[src/design/dlrd_pkg.sv]
// ============================================================================
// dlrd_pkg
// Shared constants and types of the dictionary run-length decoder.
// ============================================================================
`default_nettype none

package dlrd_pkg;

  localparam int DICT_ENTRIES_DEF   = 16;
  localparam int RUN_FIELD_BITS_DEF = 4;
  localparam int QUEUE_DEPTH_DEF    = 2;
  localparam int LITERAL_BITS       = 8;
  localparam int BYTE_BITS          = 8;
  localparam int OUT_LIMIT          = 16;
  localparam int MAX_INDEX_BITS     = 8;

  // one classified input word on its way from front to back
  typedef struct packed {
    logic [BYTE_BITS-1:0]      data;
    logic                      hdr;   // dictionary entry, not code bits
    logic                      clr;   // new stream: drop pending code bits
    logic [MAX_INDEX_BITS-1:0] idx;   // dictionary slot for a header word
  } item_t;

  typedef struct packed {
    logic busy;
  } back_status_t;

endpackage

`default_nettype wire

[src/design/dlrd_ram.sv]
// ============================================================================
// dlrd_ram
// Generic single-write, single-read RAM with registered read data.
// ============================================================================
`default_nettype none

module dlrd_ram #(
  parameter int WIDTH = 8,
  parameter int DEPTH = 16
) (
  input  wire logic                     clk,
  input  wire logic                     we,
  input  wire logic [$clog2(DEPTH)-1:0] waddr,
  input  wire logic [WIDTH-1:0]         wdata,
  input  wire logic [$clog2(DEPTH)-1:0] raddr,
  output logic      [WIDTH-1:0]         rdata
);

  logic [WIDTH-1:0] mem [DEPTH];

  always_ff @(posedge clk) begin
    if (we) begin
      mem[waddr] <= wdata;
    end
    rdata <= mem[raddr];
  end

endmodule

`default_nettype wire

[src/design/dlrd_front.sv]
// ============================================================================
// dlrd_front
// Input side: counts header words and tags each word as header or code.
// ============================================================================
`default_nettype none

module dlrd_front #(
  parameter int DICT_ENTRIES = dlrd_pkg::DICT_ENTRIES_DEF
) (
  input  wire logic                           clk,
  input  wire logic                           rst_n,
  input  wire logic                           in_tvalid,
  output logic                                in_tready,
  input  wire logic [dlrd_pkg::BYTE_BITS-1:0] in_tdata,
  input  wire logic                           in_tuser,
  output logic                                push_valid,
  input  wire logic                           push_ready,
  output dlrd_pkg::item_t                     push_item
);

  localparam int IB   = $clog2(DICT_ENTRIES);
  localparam int HC_W = $clog2(DICT_ENTRIES + 1);

  logic [HC_W-1:0] hc_r, hc_nxt, hc_eff;
  logic            is_hdr;

  assign in_tready  = push_ready;
  assign push_valid = in_tvalid;

  always_comb begin
    hc_eff = in_tuser ? '0 : hc_r;
    is_hdr = hc_eff < HC_W'(DICT_ENTRIES);

    push_item.data = in_tdata;
    push_item.hdr  = is_hdr;
    push_item.clr  = in_tuser;
    push_item.idx  = dlrd_pkg::MAX_INDEX_BITS'(hc_eff[IB-1:0]);

    hc_nxt = hc_r;
    if (in_tvalid && push_ready) begin
      hc_nxt = is_hdr ? hc_eff + HC_W'(1) : hc_eff;
    end
  end

  always_ff @(posedge clk) begin
    if (!rst_n) begin
      hc_r <= '0;
    end else begin
      hc_r <= hc_nxt;
    end
  end

endmodule

`default_nettype wire

[src/design/dlrd_queue.sv]
// ============================================================================
// dlrd_queue
// Short FIFO of classified words between front and back.
// ============================================================================
`default_nettype none

module dlrd_queue #(
  parameter int DEPTH = dlrd_pkg::QUEUE_DEPTH_DEF
) (
  input  wire logic            clk,
  input  wire logic            rst_n,
  input  wire logic            push_valid,
  output logic                 push_ready,
  input  wire dlrd_pkg::item_t push_item,
  output logic                 pop_valid,
  input  wire logic            pop,
  output dlrd_pkg::item_t      pop_item
);

  localparam int PTR_W = $clog2(DEPTH);
  localparam int CNT_W = $clog2(DEPTH + 1);

  dlrd_pkg::item_t mem_r [DEPTH];
  logic [PTR_W-1:0] wr_r, wr_nxt, rd_r, rd_nxt;
  logic [CNT_W-1:0] count_r, count_nxt;
  logic             do_push, do_pop;

  assign push_ready = count_r != CNT_W'(DEPTH);
  assign pop_valid  = count_r != '0;
  assign pop_item   = mem_r[rd_r];
  assign do_push    = push_valid && push_ready;
  assign do_pop     = pop && pop_valid;

  always_comb begin
    wr_nxt    = wr_r;
    rd_nxt    = rd_r;
    count_nxt = count_r;
    if (do_push) begin
      wr_nxt = (wr_r == PTR_W'(DEPTH - 1)) ? '0 : wr_r + PTR_W'(1);
    end
    if (do_pop) begin
      rd_nxt = (rd_r == PTR_W'(DEPTH - 1)) ? '0 : rd_r + PTR_W'(1);
    end
    if (do_push && !do_pop) begin
      count_nxt = count_r + CNT_W'(1);
    end else if (do_pop && !do_push) begin
      count_nxt = count_r - CNT_W'(1);
    end
  end

  always_ff @(posedge clk) begin
    if (do_push) begin
      mem_r[wr_r] <= push_item;
    end
  end

  always_ff @(posedge clk) begin
    if (!rst_n) begin
      wr_r    <= '0;
      rd_r    <= '0;
      count_r <= '0;
    end else begin
      wr_r    <= wr_nxt;
      rd_r    <= rd_nxt;
      count_r <= count_nxt;
    end
  end

endmodule

`default_nettype wire

[src/design/dlrd_back.sv]
// ============================================================================
// dlrd_back
// Decode side: loads the dictionary, parses codes and expands runs.
// ============================================================================
`default_nettype none

module dlrd_back #(
  parameter int DICT_ENTRIES   = dlrd_pkg::DICT_ENTRIES_DEF,
  parameter int RUN_FIELD_BITS = dlrd_pkg::RUN_FIELD_BITS_DEF
) (
  input  wire logic                           clk,
  input  wire logic                           rst_n,
  input  wire logic                           q_valid,
  input  wire dlrd_pkg::item_t                q_item,
  output logic                                q_pop,
  output logic                                out_tvalid,
  input  wire logic                           out_tready,
  output logic [dlrd_pkg::LITERAL_BITS-1:0]   out_tdata,
  output logic                                out_tlast,
  output dlrd_pkg::back_status_t              status
);

  localparam int IB       = $clog2(DICT_ENTRIES);
  localparam int LIT_LEN  = 1 + dlrd_pkg::LITERAL_BITS;
  localparam int RUN_LEN  = 1 + RUN_FIELD_BITS + IB;
  localparam int MAX_LEN  = (RUN_LEN > LIT_LEN) ? RUN_LEN : LIT_LEN;
  localparam int BUF_W    = MAX_LEN - 1 + dlrd_pkg::BYTE_BITS;
  localparam int CNT_W    = $clog2(BUF_W + 1);
  localparam int N_W      = $clog2(dlrd_pkg::OUT_LIMIT + 1);
  localparam int IDXC_W   = IB + 1;

  localparam logic [1:0] S_IDLE  = 2'd0;
  localparam logic [1:0] S_PARSE = 2'd1;
  localparam logic [1:0] S_RUN   = 2'd2;

  logic [1:0]                        state_r, state_nxt;
  logic [BUF_W-1:0]                  buf_r, buf_nxt;
  logic [CNT_W-1:0]                  cnt_r, cnt_nxt;
  logic [N_W-1:0]                    n_r, n_nxt;
  logic [RUN_FIELD_BITS-1:0]         rem_r, rem_nxt;
  logic [IB-1:0]                     idx_r, idx_nxt;
  logic                              idx_ok_r, idx_ok_nxt;
  logic                              out_valid_r, out_valid_nxt;
  logic [dlrd_pkg::LITERAL_BITS-1:0] out_char_r, out_char_nxt;
  logic                              out_last_r, out_last_nxt;

  logic                              ram_we;
  logic [IB-1:0]                     ram_raddr;
  logic [dlrd_pkg::LITERAL_BITS-1:0] ram_rdata;

  logic [BUF_W-1:0]                  top_sh, code_sh, buf2;
  logic [CNT_W-1:0]                  code_len, cnt2;
  logic                              flag, have, more2, more_cur, load, at_cap, cap_next;
  logic [IB-1:0]                     cur_idx;
  logic [RUN_FIELD_BITS-1:0]         cur_run;
  logic [BUF_W+dlrd_pkg::BYTE_BITS-1:0] app;

  // a full code waits at the top of the buffer
  function automatic logic code_ready(input logic [BUF_W-1:0] b, input logic [CNT_W-1:0] c);
    logic [BUF_W-1:0] sh;
    logic [CNT_W-1:0] l;
    sh = b >> (c - CNT_W'(1));
    l  = sh[0] ? CNT_W'(LIT_LEN) : CNT_W'(RUN_LEN);
    return (c != '0) && (c >= l);
  endfunction

  dlrd_ram #(
    .WIDTH (dlrd_pkg::LITERAL_BITS),
    .DEPTH (DICT_ENTRIES)
  ) u_dict (
    .clk   (clk),
    .we    (ram_we),
    .waddr (q_item.idx[IB-1:0]),
    .wdata (q_item.data),
    .raddr (ram_raddr),
    .rdata (ram_rdata)
  );

  always_comb begin
    top_sh   = buf_r >> (cnt_r - CNT_W'(1));
    flag     = top_sh[0];
    code_len = flag ? CNT_W'(LIT_LEN) : CNT_W'(RUN_LEN);
    have     = (cnt_r != '0) && (cnt_r >= code_len);
    code_sh  = buf_r >> (cnt_r - code_len);
    cur_idx  = code_sh[IB-1:0];
    cur_run  = code_sh[IB +: RUN_FIELD_BITS];
    cnt2     = cnt_r - code_len;
    buf2     = buf_r & ~({BUF_W{1'b1}} << cnt2);
    more2    = code_ready(buf2, cnt2);
    more_cur = code_ready(buf_r, cnt_r);
    load     = !out_valid_r || out_tready;
    at_cap   = n_r == N_W'(dlrd_pkg::OUT_LIMIT);
    cap_next = n_r == N_W'(dlrd_pkg::OUT_LIMIT - 1);
    app      = {buf_r, q_item.data};
  end

  always_comb begin
    state_nxt     = state_r;
    buf_nxt       = buf_r;
    cnt_nxt       = cnt_r;
    n_nxt         = n_r;
    rem_nxt       = rem_r;
    idx_nxt       = idx_r;
    idx_ok_nxt    = idx_ok_r;
    out_valid_nxt = out_valid_r && !out_tready;
    out_char_nxt  = out_char_r;
    out_last_nxt  = out_last_r;
    q_pop         = 1'b0;
    ram_we        = 1'b0;
    ram_raddr     = cur_idx;

    unique case (state_r)
      S_IDLE: begin
        q_pop = q_valid;
        if (q_valid) begin
          if (q_item.hdr) begin
            ram_we = 1'b1;
            if (q_item.clr) begin
              buf_nxt = '0;
              cnt_nxt = '0;
            end
          end else begin
            buf_nxt   = app[BUF_W-1:0];
            cnt_nxt   = cnt_r + CNT_W'(dlrd_pkg::BYTE_BITS);
            n_nxt     = '0;
            state_nxt = S_PARSE;
          end
        end
      end
      S_PARSE: begin
        if (!have) begin
          state_nxt = S_IDLE;
        end else if (at_cap) begin
          // result limit reached: codes are consumed and dropped
          buf_nxt = buf2;
          cnt_nxt = cnt2;
        end else if (flag) begin
          if (load) begin
            out_valid_nxt = 1'b1;
            out_char_nxt  = code_sh[dlrd_pkg::LITERAL_BITS-1:0];
            out_last_nxt  = cap_next || !more2;
            buf_nxt       = buf2;
            cnt_nxt       = cnt2;
            n_nxt         = n_r + N_W'(1);
          end
        end else begin
          // dictionary read issued now, data arrives in S_RUN
          buf_nxt    = buf2;
          cnt_nxt    = cnt2;
          rem_nxt    = cur_run;
          idx_nxt    = cur_idx;
          idx_ok_nxt = IDXC_W'(cur_idx) < IDXC_W'(DICT_ENTRIES);
          state_nxt  = S_RUN;
        end
      end
      S_RUN: begin
        ram_raddr = idx_r;
        if (load) begin
          out_valid_nxt = 1'b1;
          out_char_nxt  = idx_ok_r ? ram_rdata : '0;
          out_last_nxt  = cap_next || ((rem_r == '0) && !more_cur);
          n_nxt         = n_r + N_W'(1);
          rem_nxt       = rem_r - RUN_FIELD_BITS'(1);
          if ((rem_r == '0) || cap_next) begin
            state_nxt = S_PARSE;
          end
        end
      end
      default: begin
        state_nxt = S_IDLE;
      end
    endcase
  end

  always_ff @(posedge clk) begin
    if (!rst_n) begin
      state_r     <= S_IDLE;
      buf_r       <= '0;
      cnt_r       <= '0;
      n_r         <= '0;
      out_valid_r <= 1'b0;
    end else begin
      state_r     <= state_nxt;
      buf_r       <= buf_nxt;
      cnt_r       <= cnt_nxt;
      n_r         <= n_nxt;
      out_valid_r <= out_valid_nxt;
    end
  end

  always_ff @(posedge clk) begin
    rem_r      <= rem_nxt;
    idx_r      <= idx_nxt;
    idx_ok_r   <= idx_ok_nxt;
    out_char_r <= out_char_nxt;
    out_last_r <= out_last_nxt;
  end

  assign out_tvalid  = out_valid_r;
  assign out_tdata   = out_char_r;
  assign out_tlast   = out_last_r;
  assign status.busy = state_r != S_IDLE;

endmodule

`default_nettype wire

[src/design/dictionary_run_length_decoder.sv]
// ============================================================================
// dictionary_run_length_decoder
// Byte-stream decoder: header words load a dictionary, code bits expand
// into literals and dictionary runs.
// ============================================================================
// Input: one word per cycle while the queue has room (header words too).
// Code word: popped in S_IDLE, parsed in S_PARSE; a literal is registered
//   out, a run reads the dictionary RAM; no new pop until back in S_IDLE.
// Reset: control state, header count and code bit buffer cleared; the
//   dictionary holds no valid data until a header loads it; no clearing pass.
`default_nettype none

module dictionary_run_length_decoder #(
  parameter int DICT_ENTRIES   = dlrd_pkg::DICT_ENTRIES_DEF,
  parameter int RUN_FIELD_BITS = dlrd_pkg::RUN_FIELD_BITS_DEF,
  parameter int QUEUE_DEPTH    = dlrd_pkg::QUEUE_DEPTH_DEF
) (
  input  wire logic        clk,
  input  wire logic        rst_n,
  input  wire logic        in_tvalid,
  output logic             in_tready,
  input  wire logic [7:0]  in_tdata,   // [7:0] in_byte
  input  wire logic        in_tuser,   // [0] stream_first
  output logic             out_tvalid,
  input  wire logic        out_tready,
  output logic [7:0]       out_tdata,  // [7:0] out_char
  output logic             out_tlast   // run_last
);

  logic                   push_valid, push_ready, q_valid, q_pop;
  dlrd_pkg::item_t        push_item, q_item;
  dlrd_pkg::back_status_t back_status;

  dlrd_front #(
    .DICT_ENTRIES (DICT_ENTRIES)
  ) u_front (
    .clk        (clk),
    .rst_n      (rst_n),
    .in_tvalid  (in_tvalid),
    .in_tready  (in_tready),
    .in_tdata   (in_tdata),
    .in_tuser   (in_tuser),
    .push_valid (push_valid),
    .push_ready (push_ready),
    .push_item  (push_item)
  );

  dlrd_queue #(
    .DEPTH (QUEUE_DEPTH)
  ) u_queue (
    .clk        (clk),
    .rst_n      (rst_n),
    .push_valid (push_valid),
    .push_ready (push_ready),
    .push_item  (push_item),
    .pop_valid  (q_valid),
    .pop        (q_pop),
    .pop_item   (q_item)
  );

  dlrd_back #(
    .DICT_ENTRIES   (DICT_ENTRIES),
    .RUN_FIELD_BITS (RUN_FIELD_BITS)
  ) u_back (
    .clk        (clk),
    .rst_n      (rst_n),
    .q_valid    (q_valid),
    .q_item     (q_item),
    .q_pop      (q_pop),
    .out_tvalid (out_tvalid),
    .out_tready (out_tready),
    .out_tdata  (out_tdata),
    .out_tlast  (out_tlast),
    .status     (back_status)
  );

  // a new stream always starts a header load at slot zero
  assert property (@(posedge clk) disable iff (!rst_n)
    (in_tvalid && in_tready && in_tuser) |->
      (push_item.hdr && push_item.clr && (push_item.idx == '0)))
    else $error("stream start not tagged as header slot zero");

  // characters are only produced while a code word is being decoded
  assert property (@(posedge clk) disable iff (!rst_n)
    $rose(out_tvalid) |-> $past(back_status.busy))
    else $error("output word appeared without active decode");

  // dictionary is written only from an idle decoder
  assert property (@(posedge clk) disable iff (!rst_n)
    (q_pop && q_valid && q_item.hdr) |=> !back_status.busy)
    else $error("header word started a decode");

endmodule

`default_nettype wire
[config.mk]
export PLATFORM = sky130hd
export DESIGN_NAME = dictionary_run_length_decoder
export DESIGN_NICKNAME = d
export VERILOG_FILES = /design/src/design/dlrd_pkg.sv /design/src/design/dlrd_ram.sv /design/src/design/dlrd_front.sv /design/src/design/dlrd_queue.sv /design/src/design/dlrd_back.sv /design/src/design/dictionary_run_length_decoder.sv
export SDC_FILE = /design/constraint.sdc
export NUM_CORES = 1
export LEC_CHECK = 0
export BUFFER_PORTS_ARGS = -buffer_cell sky130_fd_sc_hd__buf_4
export CORE_MARGIN = 5
export CORE_UTILIZATION = 25
export CTS_CLUSTER_SIZE = 28
export DETAILED_ROUTE_END_ITERATION = 10
export SLEW_MARGIN = 25
export SYNTH_ARGS = -nofsm -noshare
export SYNTH_HDL_FRONTEND = slang
export SYNTH_HIERARCHICAL = 1
export SYNTH_SLANG_ARGS = --single-unit
[constraint.sdc]
create_clock -name clk -period 5.1 [get_ports clk]
set_input_delay 1.02 -clock clk [delete_from_list [all_inputs] [get_ports clk]]
set_output_delay 1.02 -clock clk [all_outputs]
set_load 0.02 [all_outputs]
**Word-level counts from Yosys, hierarchy flattened**

Memory sizes are Yosys's and may differ from the RTL's. A register that Yosys moved wholly into a read port is not among the register bits.
Index checks and enable logic that the tools add are counted.

- Word-level logic and storage cells: 156
- RAM bits: 156
- Output and inout bits: 11
- Memories: 2
- Flip-flop bits (word level): 55

Memories:

| name | words | width | read ports | clocked after memory_dff | wr ports | line | text |
|---|---|---|---|---|---|---|---|
| u_back.u_dict.mem | 16 | 8 | 1 | 1 | 1 | dlrd_ram.sv:19 | `logic [WIDTH-1:0] mem [DEPTH];` |
| u_queue.mem_r | 2 | 14 | 1 | 1 | 1 | dlrd_queue.sv:23 | `dlrd_pkg::item_t mem_r [DEPTH];` |

- Equality and inequality tests: 18
- Add/subtract/negate cells: 10
- Mux-type cells: 70
- Reductions and logical operators: 33
- Shift-type cells: 3
- $lt $le $gt $ge: 3
- Bitwise logic cells: 4

Operator list:

| cell | number |
|---|---|
| $mux W16 | 7 |
| $mux W5 | 15 |
| $mux W8 | 5 |
| $pmux W16 S2 | 1 |
| $mux W1 | 21 |
| $mux W4 | 5 |
| $mux W2 | 9 |
| $reduce_and A6 Y1 | 3 |
| $and A16 B16 Y16 | 1 |
| $not A16 Y16 | 1 |
| $pmux W8 S2 | 1 |
| $shl A16 B5 Y16 const A | 1 |
| $shr A16 B5 Y1 | 1 |
| $shr A16 B5 Y8 | 1 |
| $pmux W5 S3 | 1 |
| $ne A2 B1 Y1 const B | 6 |
| $add A5 B1 Y5 const B | 2 |
| $ge A5 B4 Y1 const B | 2 |
| $pmux W5 S2 | 1 |
| $reduce_and A5 Y1 | 2 |
| $reduce_bool A5 Y1 | 2 |
| $ne A3 B3 Y1 const B | 3 |
| $logic_and A1 B1 Y1 | 8 |
| $ne A2 B2 Y1 const B | 4 |
| other kinds (24) | 38 |

**Logic depth before layout (Yosys ltp)**

- Word-level depth: 10
- Depth in mapped cells: 19
- Mapped depth without buffers: 13

**Modules after synthesis**

The synthesis kept the hierarchy.

Modules (own cells, without submodules):

| module | area each (µm²) | cells an instance | seq. area each (µm²) | times used |
|---|---|---|---|---|
| dlrd_ram | 5147.4 | 229 | 4003.8 | 1 |
| dlrd_back | 3274.4 | 375 | 1091.0 | 1 |
| dlrd_queue | 1539.0 | 80 | 1181.1 | 1 |
| dlrd_front | 422.9 | 49 | 100.1 | 1 |

**Worst setup path after synthesis**

Ideal clock, no wire load.

- Path type: flip-flop to flip-flop
- From: register u_back.cnt_r[0]
- To: register u_back.u_dict.rdata[1], read port of u_back.u_dict.mem
- Arrival: 4097 ps
- Cell stages (with the launch flop): 19
- Library setup time: 120 ps
- Period minus slack after synthesis: 4217 ps
- Required time: 4980 ps
- Setup slack: 883 ps
- Cells stage by stage: dfxtp_1 > buf_2 > buf_1 > inv_1 > clkbuf_1 > ha_1 > inv_1 > ha_1 > buf_4 > clkinv_1 > mux4_2 > a211oi_1 > and2_1 > a21o_1 > buf_6 > buf_6 > mux4_1 > a22oi_1 > nand2_1

- Cells in the longest elaborated chain, start to end: 3

Ends and longest elaborated chain:

| what | line | text |
|---|---|---|
| start: declaration | dlrd_back.sv:38 | `logic [CNT_W-1:0] cnt_r, cnt_nxt;` |
| start signal: assignment | dlrd_back.sv:185 | `cnt_r <= cnt_nxt;` |
| $sub A5 B4 Y5 | dlrd_back.sv:84 | `code_sh = buf_r >> (cnt_r - code_len);` |
| $shr A16 B5 Y8 | dlrd_back.sv:84 |  |
| named net u_back.code_sh[0] | dlrd_back.sv:51 | `logic [BUF_W-1:0] top_sh, code_sh, buf2;` |
| $mux W4 | dlrd_back.sv:112 | `unique case (state_r)` |
| named net u_back.ram_raddr[0] | dlrd_back.sv:48 | `logic [IB-1:0] ram_raddr;` |
| end: declaration | dlrd_ram.sv:16 | `output logic [WIDTH-1:0] rdata` |

The timed path passes the listed nets, and every way through them passes these cells.
A chain may end at the register's enable or synchronous reset.

**Worst setup path in the final report**

- From: register u_back.cnt_r[0]
- To: register u_back.u_dict.rdata[6], read port of u_back.u_dict.mem

Same word-level chain as after synthesis.

==> reports/results.ini <==
[status]
status = complete, no violations

[routing]
drt_iter0_drc = 452
drcViolationCount = 0
postRouteAntennaNets = 0
vias = 6001
wl_per_cell_um = 17.1
avgViaCountPerCell = 4.73
dr.pass1.iters = 5
routed_wl_um = 21700

[worst_setup_path]
critPathCaptureType = flop
cp_max_fo = 32
required_ns = 5.51
arrival_ns = 4.73
start_kind = flop
path_class = flop to flop

[global_route]
grt_usage_pct = 9.59
grt_overflow = 0
grt_pass1_vias = 5895
grt_start_max_net_pins = 33
antenna_found_initial = 0
grt_first_pass_wirelength_um = 34200

[timing]
finalSetupTns_ns = 0
layout_min_cycle_time_ns = 4.32
worstMarginPinSlew_ns = 0.963
fin_skew_ns = 0.0115
grt_setup_unrepaired = no
slew_headroom_pct = 35.8
finalHoldViolations = 0
drv_slew = 0
period_share_pct = 84.8
worst_slack_ns = 0.775
setup_violations = 0
fmax_ghz = 0.231

[synth]
avgSynthCellArea_um2 = 14.1
synth_nets = 744
syn_area_um2 = 10100
yosysWarningCount = 6
netlist_instances = 716

[pwr]
switching_share_pct = 30.5
power.switching_mw = 1.69
cellPowerDensity_nw_per_um2 = 482
intPower_mw = 3.85
p_clk_share_pct = 32.4
ir_drop_uv = 251
power.share.combinational_pct = 24.7
p_leak_nw = 3.73
pwr-share-seq_pct = 42.9

[clock_network]
clkSinkCount = 220
cts_buffers = 25
postCtsSetupRepairBufs = 0
cts_hold_buf = 0
clk_pin_slew_worst_paths_ns = 0.06
clock_latency_ns = 0.53
cts_root_buf = clkbuf_16
clk_path_buf_depth = 3
h-tree-depth = 1
cts_resized = 0
cts_tree = built

[floorplan]
chipWidth_um = 211
start_util_pct = 25.3
ioPinCount = 24
die_h_um = 211
core_area_um2 = 39800
die-area_um2 = 44400
placementRows = 73

[cells_and_area]
seq_area_um2 = 6140
stdcell_count = 1270
drive_above_1_share_pct = 18.1
multi_input_area_um2 = 3510
antenna_cells = 0
fin_nets = 755
area_growth_pct = 14.1
layout_common_cells = edfxtp_1 (173), nand2_1 (63), dfxtp_1 (47)
mostFrequentLayoutCell = edfxtp_1
fillers = 4027

[place]
dpl.hpwl_um = 14800
dp.cells = 1225
place_ws_ns = 0.759
routabilityCongestion = 0.845
portBuffers = 23

[run]
drv_cap = 0

[hold_path]
hp-class = flop to flop

worst paths after layout:
check                  start                      to  slack, ns  depth (start not counted)
max          u_back/cnt_r[0]  u_back/u_dict/rdata[6]       0.78                         14
min          u_front/hc_r[3]         u_front/hc_r[3]       0.48                          2
max reg2reg  u_back/cnt_r[0]  u_back/u_dict/rdata[6]       0.78                         14
min reg2reg  u_front/hc_r[3]         u_front/hc_r[3]       0.48                          2
flip-flops by register name, summed over array words and instances (netlist names), 2 cells and up, named ones only:
name	count
u_back/u_dict/mem	128
u_queue/mem_r	28
u_back/buf_r	16
u_back/out_tdata	8
u_back/u_dict/rdata	8
u_back/cnt_r	5
u_back/n_r	5
u_front/hc_r	5
u_back/idx_r	4
u_back/rem_r	4
u_back/state_r	2
u_queue/count_r	2
critical path, cell delays in order (launching register included):
cell and delay [ns]:
dfxtp_1 0.31, inv_1 0.05, buf_4 0.17, ha_1 0.25, inv_1 0.08, ha_1 0.30, clkinv_1 0.26, mux4_2 0.60
a211oi_1 0.38, and2_1 0.20, a21o_2 0.09, buf_4 0.50, mux4_2 0.59, a22oi_1 0.30, nand2_1 0.09
power by group through the flow:
stage / logic (mW) / clock network (mW) / registers, mW
final: 1.37 / 1.80 / 2.38
after global routing: 1.49 / 1.93 / 2.40
after CTS: 1.38 / 1.84 / 2.38
after detailed placement: 1.37 / 0 / 2.42
after global placement: 1.36 / 0 / 2.42
after floorplan: 1.00 / 0 / 2.39
metal layers:
layer	up-vias	part of all wire, %	GRT usage [%]	wire [µm]
met5	-	0	0	0
met4	0	1.9	2.19	407
met3	26	5.1	1.47	1110
met2	161	45	14.8	9850
met1	3022	48	14.3	10400
li1	2792	-	-	-
per-stage QoR:
step,util (%),power [mW],area (µm²),hold WS [ns]
2_1_floorplan,-,3.39,10100,0.448
3_3_place_gp,26.7,3.77,10700,0.471
3_5_place_dp,26.7,3.78,10700,0.478
4_1_cts,28.8,5.59,11500,0.488
5_1_grt,28.8,5.81,11500,0.520
6_report,28.8,5.54,11500,0.485
cell type report:
| type | count | share of cell area (%) |
|---|---|---|
| inverter | 24 | 0.784 |
| clock buffer | 31 | 5.82 |
| sequential | 220 | 53.4 |
| clock inverter | 14 | 1.45 |
| timing repair buffer | 35 | 2.29 |
| tap | 525 | 5.72 |
| multi-input combinational | 421 | 30.5 |
No activity file was read; power rests on OpenSTA's default activity.
